==> config.mk <==
export PLATFORM = sky130hd
export DESIGN_NAME = lcg_key_byte_generator
export DESIGN_NICKNAME = d
export VERILOG_FILES = /design/src/rtl/lkbg_pkg.sv /design/src/rtl/lcg_key_byte_generator.sv
export SDC_FILE = /design/constraint.sdc
export NUM_CORES = 1
export LEC_CHECK = 0
export ABC_AREA = 1
export BUFFER_PORTS_ARGS = -buffer_cell sky130_fd_sc_hd__buf_2
export CORE_UTILIZATION = 45
export CTS_CLUSTER_SIZE = 14
export DETAILED_ROUTE_END_ITERATION = 12
export GPL_TIMING_DRIVEN = 0
export SLEW_MARGIN = 0
export SYNTH_ARGS = -nofsm -noshare
export SYNTH_HDL_FRONTEND = slang
export SYNTH_SLANG_ARGS = --single-unit
==> constraint.sdc <==
create_clock -name clk_i -period 25.5 [get_ports clk_i]
set_clock_uncertainty 0.2 [all_clocks]
set_input_delay 5.1 -clock clk_i [delete_from_list [all_inputs] [get_ports clk_i]]
set_output_delay 5.1 -clock clk_i [all_outputs]
set_load 0.01 [all_outputs]
==> src/rtl/lkbg_pkg.sv <==
// Package for the LCG key byte generator: generator mode codes, LCG constants
// and the modulo-255 reduction that several modes share.
// No dependencies.
package lkbg_pkg;

  // Generator mode codes as written to the mode register. Code 7 is unused
  // and runs the pre-advancing folded generator of code 0.
  typedef enum logic [2:0] {
    MODE_PRE_FOLD = 3'd0,
    MODE_RECIPES  = 3'd1,
    MODE_MASK_LOW = 3'd2,
    MODE_MASK_MID = 3'd3,
    MODE_PASCAL   = 3'd4,
    MODE_RAND_R   = 3'd5,
    MODE_MID_BYTE = 3'd6
  } gen_mode_e;

  localparam logic [31:0] MulPreFold = 32'd22695477;
  localparam logic [31:0] AddPreFold = 32'd1;
  localparam logic [31:0] MulRecipes = 32'd1664525;
  localparam logic [31:0] AddRecipes = 32'd1013904223;
  localparam logic [31:0] MulAnsi    = 32'd1103515245;
  localparam logic [31:0] AddAnsi    = 32'd12345;
  localparam logic [31:0] MulPascal  = 32'd134775813;
  localparam logic [31:0] AddPascal  = 32'd1;
  localparam logic [31:0] MulMidByte = 32'd214013;
  localparam logic [31:0] AddMidByte = 32'd2531011;

  localparam logic [31:0] AllOnes    = 32'hFFFF_FFFF;
  localparam logic [31:0] Mask31     = 32'h7FFF_FFFF;

  // Number of generator steps for one byte in the three-step mode.
  localparam logic [1:0]  RandRSteps = 2'd3;

  // Since 256 is 1 modulo 255, the byte sum keeps the residue; two folds and
  // one conditional subtract finish the reduction.
  function automatic logic [7:0] mod255(input logic [31:0] v);
    logic [9:0] sum;
    logic [8:0] fold;
    sum  = 10'(v[7:0]) + 10'(v[15:8]) + 10'(v[23:16]) + 10'(v[31:24]);
    fold = 9'(sum[7:0]) + 9'(sum[9:8]);
    if (fold >= 9'd255) begin
      fold = fold - 9'd255;
    end
    return fold[7:0];
  endfunction

endpackage

==> src/rtl/lcg_key_byte_generator.sv <==
// Top level of the LCG key byte generator: sequencer, shared multiply-add
// unit, modulo-255 reduction and output word register.
// Depends on lkbg_pkg.
//
// Usage: write the generator mode on the configuration channel (cfg_valid_i,
// cfg_ready_o, cfg_generator_mode_i) while the block is idle; cfg_ready_o is
// always high. An input word (seed_i, key_length_i) is accepted on in_valid_i
// and in_ready_o. It produces key_length_i output words, saturated to
// MAX_KEY_BYTES and to 16, each carrying key_byte_o, byte_index_o and
// last_byte_o on out_valid_o and out_ready_i. A length of zero produces none.
//
// Sequencing: every generator step uses the one shared 32x32 multiply-add
// unit, and each byte then passes through the output stage. The rand_r mode
// runs three steps per byte; mode 0 adds one pre-advance step per key.
// in_ready_o is high only while the sequencer is idle, so a new key is only
// taken once the last word of the current key has been computed. When the
// receiver stalls, the sequencer computes the next byte and then holds in
// the output stage until the waiting word is taken, so no word is lost or
// repeated.
//
// Reset clears the sequencer, the output valid flag and the mode register
// (mode 0). The block is ready for an input word in the first cycle after
// reset is released.
module lcg_key_byte_generator #(
  parameter int unsigned MAX_KEY_BYTES = 16
) (
  input  logic        clk_i,
  input  logic        rst_ni,

  input  logic        cfg_valid_i,
  output logic        cfg_ready_o,
  input  logic [2:0]  cfg_generator_mode_i,

  input  logic        in_valid_i,
  output logic        in_ready_o,
  input  logic [31:0] seed_i,
  input  logic [4:0]  key_length_i,

  output logic        out_valid_o,
  input  logic        out_ready_i,
  output logic [7:0]  key_byte_o,
  output logic [3:0]  byte_index_o,
  output logic        last_byte_o
);
  import lkbg_pkg::*;

  // Keys never exceed 16 bytes, the reach of the 4-bit byte index.
  localparam int unsigned LenCap  = (MAX_KEY_BYTES < 16) ? MAX_KEY_BYTES : 16;
  localparam logic [4:0]  LenCapW = 5'(LenCap);

  typedef enum logic [1:0] {
    S_IDLE,
    S_STEP,
    S_EMIT
  } state_e;

  state_e      state_q, state_d;
  gen_mode_e   mode_q, mode_d;
  logic [31:0] seed_q, seed_d;     // running generator value
  logic [30:0] rnd_q, rnd_d;       // value assembled over three steps
  logic [1:0]  steps_q, steps_d;   // steps still to run for this byte
  logic [4:0]  len_q, len_d;
  logic [3:0]  idx_q, idx_d;
  logic        out_valid_q, out_valid_d;
  logic [7:0]  byte_q, byte_d;
  logic [3:0]  oidx_q, oidx_d;
  logic        olast_q, olast_d;

  logic [31:0] mul_c, add_c;
  logic [31:0] lcg_raw;
  logic [31:0] lcg_next;
  logic [4:0]  len_sat;
  logic [7:0]  byte_val;
  logic        is_last;
  logic        out_free;
  logic [1:0]  byte_steps;

  assign cfg_ready_o  = 1'b1;
  assign in_ready_o   = (state_q == S_IDLE);
  assign out_valid_o  = out_valid_q;
  assign key_byte_o   = byte_q;
  assign byte_index_o = oidx_q;
  assign last_byte_o  = olast_q;

  assign len_sat    = (key_length_i > LenCapW) ? LenCapW : key_length_i;
  assign is_last    = ((5'(idx_q) + 5'd1) == len_q);
  assign out_free   = !out_valid_q || out_ready_i;
  assign byte_steps = (mode_q == MODE_RAND_R) ? RandRSteps : 2'd1;

  // Constants of the generator in use.
  always_comb begin
    case (mode_q)
      MODE_RECIPES: begin
        mul_c = MulRecipes;
        add_c = AddRecipes;
      end
      MODE_MASK_LOW, MODE_MASK_MID, MODE_RAND_R: begin
        mul_c = MulAnsi;
        add_c = AddAnsi;
      end
      MODE_PASCAL: begin
        mul_c = MulPascal;
        add_c = AddPascal;
      end
      MODE_MID_BYTE: begin
        mul_c = MulMidByte;
        add_c = AddMidByte;
      end
      default: begin
        mul_c = MulPreFold;
        add_c = AddPreFold;
      end
    endcase
  end

  // The shared unit: one multiply-add modulo 2^32, then the per-mode fix-up.
  assign lcg_raw = seed_q * mul_c + add_c;

  always_comb begin
    case (mode_q)
      MODE_MASK_LOW, MODE_MASK_MID: lcg_next = lcg_raw & Mask31;
      MODE_RAND_R, MODE_MID_BYTE:   lcg_next = lcg_raw;
      default:                      lcg_next = (lcg_raw == AllOnes) ? 32'd0 : lcg_raw;
    endcase
  end

  // The byte drawn from the generator value after the last step.
  always_comb begin
    case (mode_q)
      MODE_RECIPES, MODE_PASCAL:    byte_val = mod255(seed_q);
      MODE_MASK_LOW:                byte_val = seed_q[7:0];
      MODE_MASK_MID, MODE_MID_BYTE: byte_val = seed_q[23:16];
      MODE_RAND_R:                  byte_val = mod255({1'b0, rnd_q});
      default:                      byte_val = mod255({17'd0, seed_q[30:16]});
    endcase
  end

  always_comb begin
    state_d     = state_q;
    mode_d      = mode_q;
    seed_d      = seed_q;
    rnd_d       = rnd_q;
    steps_d     = steps_q;
    len_d       = len_q;
    idx_d       = idx_q;
    out_valid_d = out_valid_q;
    byte_d      = byte_q;
    oidx_d      = oidx_q;
    olast_d     = olast_q;

    if (out_valid_q && out_ready_i) begin
      out_valid_d = 1'b0;
    end

    if (cfg_valid_i) begin
      mode_d = gen_mode_e'(cfg_generator_mode_i);
    end

    case (state_q)
      S_IDLE: begin
        if (in_valid_i) begin
          seed_d = seed_i;
          len_d  = len_sat;
          idx_d  = 4'd0;
          // Mode 0 and the unused code advance once before the first byte.
          if (mode_q == MODE_RAND_R) begin
            steps_d = RandRSteps;
          end else if (mode_q == MODE_PRE_FOLD || mode_q > MODE_MID_BYTE) begin
            steps_d = 2'd2;
          end else begin
            steps_d = 2'd1;
          end
          if (len_sat != 5'd0) begin
            state_d = S_STEP;
          end
        end
      end
      S_STEP: begin
        seed_d = lcg_next;
        if (steps_q == RandRSteps) begin
          rnd_d = {20'd0, lcg_next[26:16]};
        end else begin
          rnd_d = {rnd_q[20:0], 10'd0} ^ {21'd0, lcg_next[25:16]};
        end
        steps_d = steps_q - 2'd1;
        if (steps_q == 2'd1) begin
          state_d = S_EMIT;
        end
      end
      S_EMIT: begin
        if (out_free) begin
          out_valid_d = 1'b1;
          byte_d      = byte_val;
          oidx_d      = idx_q;
          olast_d     = is_last;
          idx_d       = idx_q + 4'd1;
          steps_d     = byte_steps;
          state_d     = is_last ? S_IDLE : S_STEP;
        end
      end
      default: begin
        state_d = S_IDLE;
      end
    endcase
  end

  always_ff @(posedge clk_i or negedge rst_ni) begin
    if (!rst_ni) begin
      state_q     <= S_IDLE;
      mode_q      <= MODE_PRE_FOLD;
      steps_q     <= 2'd0;
      len_q       <= 5'd0;
      idx_q       <= 4'd0;
      out_valid_q <= 1'b0;
    end else begin
      state_q     <= state_d;
      mode_q      <= mode_d;
      steps_q     <= steps_d;
      len_q       <= len_d;
      idx_q       <= idx_d;
      out_valid_q <= out_valid_d;
    end
  end

  always_ff @(posedge clk_i) begin
    seed_q  <= seed_d;
    rnd_q   <= rnd_d;
    byte_q  <= byte_d;
    oidx_q  <= oidx_d;
    olast_q <= olast_d;
  end

  // An accepted key of nonzero length always starts with a generator step.
  a_start_step: assert property (@(posedge clk_i) disable iff (!rst_ni)
    (in_valid_i && in_ready_o && len_sat != 5'd0) |=> (state_q == S_STEP))
    else $error("accepted key did not start stepping");

  // The step counter never runs out while stepping.
  a_steps_live: assert property (@(posedge clk_i) disable iff (!rst_ni)
    (state_q == S_STEP) |-> (steps_q != 2'd0))
    else $error("step counter empty in step state");

  // The output stage only works on byte positions inside the key.
  a_idx_range: assert property (@(posedge clk_i) disable iff (!rst_ni)
    (state_q == S_EMIT) |-> (5'(idx_q) < len_q))
    else $error("byte index beyond key length");

  // The final word of a key is followed by a return to idle.
  a_last_idle: assert property (@(posedge clk_i) disable iff (!rst_ni)
    (state_q == S_EMIT && out_free && is_last) |=> (state_q == S_IDLE && out_valid_q))
    else $error("final word did not end the key");

endmodule
* Yosys cells after proc, flatten, opt, wreduce, memory -nomap -nowiden
Index checks and enable logic that the tools add are counted.
** Word-level totals
- Bits in latches :: 0
- Memories :: 0
- Input port bits :: 45
- ROM bits :: 0
- Word-level logic and storage cells :: 103
- Register bits after elaboration :: 93
- RAM bits :: 0
- Output and inout port bits :: 16
** Operators by class
- Equality and inequality tests :: 16
- Reductions and logical operators :: 21
- Order comparisons :: 5
- Multipliers :: 1
- Divide/modulo/power cells :: 0
- Mux-type cells :: 30
- Add/subtract/negate cells :: 17
- Bitwise gates (word level) :: 1
- Shifts and indexed selects :: 0
** Operators with widths (count)
- 32-bit case mux with 2 select lines :: 2
- 31-bit case mux with 4 select lines :: 1
- 30-bit case mux with 3 select lines :: 1
- 32-bit two-way mux :: 2
- 32-bit adder :: 1
- 32-bit equality test (second input constant) :: 1
- 32-bit by 32-bit multiplier with 32-bit output :: 1
- 8-bit case mux with 4 select lines :: 1
- 31-bit by 10-bit XOR with 31-bit output :: 1
- 9-bit by 8-bit >= comparator with 1-bit output (second input constant) :: 3
- 8-bit two-way mux :: 3
- 8-bit subtractor (second input constant) :: 3
- 9-bit by 8-bit adder with 10-bit output :: 2
- 8-bit by 2-bit adder with 9-bit output :: 2
- 8-bit by 8-bit adder with 9-bit output :: 2
- 2-bit two-way mux :: 9
- 2-bit case mux with 3 select lines :: 2
- 11-bit two-way mux :: 1
- 10-bit by 7-bit adder with 10-bit output :: 1
- 10-bit by 8-bit adder with 10-bit output :: 1
- 8-bit by 1-bit adder with 9-bit output :: 1
- 8-bit by 7-bit adder with 9-bit output :: 1
- 3-bit equality test (second input constant) :: 3
- 4-bit two-way mux :: 2
- 28 further kinds :: 44

* Longest topological paths before layout
- Depth after elaboration :: 10
- Depth in mapped cells :: 44
- Depth with buffers taken out :: 42

* Worst setup path before layout
No wires, ideal clock.
- Path kind :: reg2reg
- Start :: register mode_q[1]
- End :: register rnd_q[8], data pin
- Buffers on the path :: 4
- Slack :: 17381 ps
- Data required time :: 25051 ps
- Stages on the path, launching flop included :: 40
- Period minus slack after synthesis :: 8119 ps
- Setup time :: 249 ps
- Data arrival time :: 7669 ps
- Path through :: dfrtp_1 > inv_2 > nand2_1 > nand2_1 > nand2_1 > inv_1 > clkbuf_1 > clkbuf_1 > nor2_1 > ha_1 > fa_1 > fa_1 > inv_1 > fa_1 > inv_1 > fa_1 > inv_1 > fa_1 > (+4 left out) > inv_1 > ha_1 > nand2_1 > nor2_1 > inv_1 > nor2_1 > nand4_1 > nand3_1 > a21oi_1 > o21ai_1 > xor2_1 > nand3_1 > nor2_1 > nand3_2 > buf_6 > buf_6 > nand2_1 > inv_1
** Between the ends
- Word-level cells in the longest chain between the ends :: 10
- Elaborated cells on any way between the ends :: 18
- Those cells by class :: 1 x add/sub; 1 x mul; 7 x eq/ne; 5 x mux; 1 x bitwise; 3 x reduce/logical
** Ends and longest elaborated chain
- start: declaration :: RTL line lcg_key_byte_generator.sv:58 : gen_mode_e mode_q, mode_d;
- start signal: assignment :: RTL line lcg_key_byte_generator.sv:217 : mode_q <= mode_d;
- 3-bit equality test / 3-bit by 2-bit equality test with 1-bit output (equally long branches) :: RTL line lcg_key_byte_generator.sv:92, lcg_key_byte_generator.sv:120
- 3-bit OR reduction :: RTL line lcg_key_byte_generator.sv:92 : case (mode_q)
- 31-bit case mux with 4 select lines :: RTL line lcg_key_byte_generator.sv:92
- 32-bit by 32-bit multiplier with 32-bit output :: RTL line lcg_key_byte_generator.sv:117 : assign lcg_raw = seed_q * mul_c + add_c;
- 32-bit adder :: RTL line lcg_key_byte_generator.sv:117
- 32-bit equality test :: RTL line lcg_key_byte_generator.sv:123 : default: lcg_next = (lcg_raw == AllOnes) ? 32'd0 : lcg_raw;
- 32-bit two-way mux :: RTL line lcg_key_byte_generator.sv:123
- 32-bit case mux with 2 select lines (*) :: RTL line lcg_key_byte_generator.sv:120 : case (mode_q)
- net lcg_next[24] :: RTL line lcg_key_byte_generator.sv:71 : logic [31:0] lcg_next;
- 31-bit by 10-bit XOR with 31-bit output :: RTL line lcg_key_byte_generator.sv:183 : rnd_d = {rnd_q[20:0], 10'd0} ^ {21'd0, lcg_next[25:16]};
- 11-bit two-way mux (*) :: RTL line lcg_key_byte_generator.sv:180 : if (steps_q == RandRSteps) begin
- end signal: assignment :: RTL line lcg_key_byte_generator.sv:227 : rnd_q <= rnd_d;
- end: declaration :: RTL line lcg_key_byte_generator.sv:60 : logic [30:0] rnd_q, rnd_d;
The timed path passes the listed nets; every way through them passes the cells marked *.
A chain may end at the register's enable or synchronous reset.

* Worst setup path after layout
- Start :: register mode_q[1]
- End :: register rnd_q[5], data pin
The elaborated chain is that of the path after synthesis.

==> qor.txt <==
CP bufs+invs: 14
Yosys reg bits: 93
Initial DRC count: 1609
CP Class: register to register
Die X: 221 um
Synth Area in Simple Gates: 18.2%
Max transition margin: 28.2%
RSZ-0062 raised after global routing: no
Via Count: 17.3k
Final Wtd Congestion: 0.991
DRT Pass-1 Iters: 6
Hold-fix buffers, CTS: 0
Worst skew pair latency: 0.35 ns
Post-synth EDFFs: 76
Antenna diode count: 0
DP Cell Count: 3282
Most used DFF post-synth: edfxtp_1
Hold Path Sink: byte_index_o[3]
Largest family of logic cells by synthesized area: adder cells
Final Max Slew Viols: 0
GR peak layer: met2
Ys Warns: 0
Synth Net Count: 3284
Largest net degree at the start of global routing: 36
WHS Path Cells: 0
First-pass GRT wire length: 106 mm
Layout cells sized above 1: 4.24%
Placed instance area: 0.0226 mm2
CP top delay family: adder cells
R2R Setup Slk: 15.16 ns
CP max stage delay: 0.67 ns
Final setup violation count: 0
Synth Cell Area: 0.0216 mm2
CP startpoint kind: register
Post-synthesis xor/xnor area fraction: 2.36%
GRT met1 Usage: 39.9%
Post-synthesis instance total: 2615
Max-Cap Viols: 0
DR DRC count: 0
Post-synth top cells: 680 x inv_1, 459 x nand2_1, 390 x fa_1
Area share of fa/ha/maj cells after synthesis: 49.8%
Synth top area cells: fa_1 36%, ha_1 14%, inv_1 12%
Via count of the first global-routing pass: 18.4k
Grt total ovfl: 0
Initial Utilization: 46.0%
Fill count: 4608
Critical-path top delay cell: clkbuf_1
FMAX: 96.7 MHz
# rows: 79
Vias per inst: 5.25
Endpoints failing hold: 0
CTS Sinks: 93
Worst-margin pin slew: 1.08 ns
Initial antenna violation count: 1
Die H: 221 um
Clock-pin transition on the worst setup and hold timing paths: 0.07 ns
Fin crit share: 40.5%
Top-area cell type share of the netlist area: 36.2%
R2r startpoint: mode_q[1]
Worst R2R Path Depth: 40
Period minus WS final: 10.34 ns
NumNets Final: 3355
Distinct cell type count after synthesis: 44
Post-DR wirelength/cell: 20.8 um
Crit Path Max Fanout: 10
Max H-tree Level: 3
Mux cell area share after synthesis: 0%
Die Footprint: 0.0488 mm2
Top-count cell post-synth: inv_1
Layout area overhead: 6.54%
Grt met3 use: 8.06%
WP data arrival: 10.25 ns
Setup Fix Bufs, Post-CTS: 0
Antenna viol nets, final: 0
TNS Setup: 0 ns
CORE AREA: 0.0469 mm2
HP Class: register to register
Hpwl dp: 57.9 mm
Clock buffer depth: 2
Global routing usage on met2: 44.8%
Hold Crit Start: idx_q[3]
All-Layer GR Usage: 29.2%
Synth Area per Inst: 8.24 um2
Element type at the critical path end: register
Cell mode on critical path: inv_1
Sequential-to-total area share from yosys stat: 12.6%
Post-cts resize count: 0
Finished Cell Area: 0.0230 mm2
Clk root buf: clkbuf_16
CTS tree: yes
Status: complete, no violations
PortBufs: 59
TritonCTS Buffers: 9
# IOs: 61
Total wire length: 68.6 mm
Synth area leader: fa_1
Post-Place Worst Slack: 15.16 ns
Final instance count without filler cells: 3297
Async set or reset register ratio after synthesis: 18.3%
Final WS setup: 15.16 ns
Worst path required time: 25.41 ns
Compound-Gate Fraction of Synth Area: 3.87%
R2r endpoint: rnd_q[5]
[logic make-up after synthesis]
family | after synthesis
fa+ha+maj | 624
other cells | 1
simple gates | 948
flops | 93
buf+inv | 745
compound gates | 146
xor+xnor | 58
[flip-flops by register name, indices dropped and copies added (netlist names), 2 cells and up]
name and cells:
byte_index_o 4, idx_q 4, key_byte_o 8, len_q 5, mode_q 3, rnd_q 31, seed_q 32, state_q 2
steps_q 2
[area by class of cell]
type / instances / area [um2] / share of cell area [%]
multi-input cells: 1777 / 16000 / 69.7
flip-flops and latches: 93 / 2710 / 11.8
inverters: 695 / 2610 / 11.4
well taps: 607 / 759 / 3.31
repair buffers: 60 / 315 / 1.37
plain buffers: 50 / 235 / 1.02
clock buffers: 9 / 225 / 0.981
clock inverters: 6 / 96.3 / 0.420
[worst max-delay path by stage]
stage,start,to,slack [ns],cells after the start
floorplan,mode_q[1],rnd_q[8],17.38,39
global placement,mode_q[1],rnd_q[3],15.13,39
detailed placement,mode_q[1],rnd_q[3],15.16,40
CTS,mode_q[1],rnd_q[3],15.14,40
global route,mode_q[1],rnd_q[3],14.49,40
finish,mode_q[1],rnd_q[5],15.16,40
[stage by stage]
step	utilization, %	hold slack, ns
6_report	49.0	0.305
3_3_place_gp	48.2	0.290
3_5_place_dp	48.3	0.292
5_1_grt	49.0	0.328
2_1_floorplan	-	0.263
4_1_cts	49.0	0.307
[worst register-to-register path: cells and delay by family, from the launching register on]
kind,cells,cell delay [ns]
XOR/XNOR,1,0.38
AO/OA/AOI/OAI,1,0.13
adder cells (fa/ha/maj),9,4.27
flip-flops,1,0.47
AND/OR/NAND/NOR,15,2.30
buffers and inverters,14,2.36
[cells in the final DEF, fill, tap and decap left out, types with 2 or more instances in the layout]
cell / netlist / routed
a211oi_1: 3 / 3
a21o_1: 4 / 4
a21oi_1: 58 / 58
a22oi_1: 7 / 7
buf_1: 7 / 7
buf_2: 5 / 64
buf_4: 3 / 3
buf_6: 4 / 4
bufinv_16: 0 / 2
clkbuf_1: 31 / 31
clkbuf_16: 0 / 9
clkinv_1: 7 / 7
dfrtp_1: 17 / 17
edfxtp_1: 76 / 76
fa_1: 390 / 390
ha_1: 234 / 233
inv_1: 680 / 680
inv_2: 8 / 8
nand2_1: 459 / 459
nand2_2: 2 / 2
nand3_1: 124 / 124
nand3_2: 3 / 3
nand3b_1: 10 / 10
nand4_1: 21 / 21
nor2_1: 301 / 301
nor2_2: 2 / 2
nor2_4: 2 / 2
nor3_1: 11 / 11
nor4_1: 4 / 4
o211ai_1: 4 / 4
o21ai_0: 45 / 44
o21ai_1: 6 / 6
o21bai_1: 12 / 12
o311ai_0: 2 / 2
or2_2: 6 / 6
xnor2_1: 17 / 17
xor2_1: 41 / 41
[metal layers]
metal | share of wire (%) | vias to the layer above
met3 | 11 | 128
met4 | 3.9 | 4
met5 | 0.039 | -
met1 | 42 | 8422
met2 | 43 | 794
li1 | - | 7971
Power is left out: the tool's default activity adds up to more than one toggle a clock period on the data nets, which glitch-free logic cannot reach.
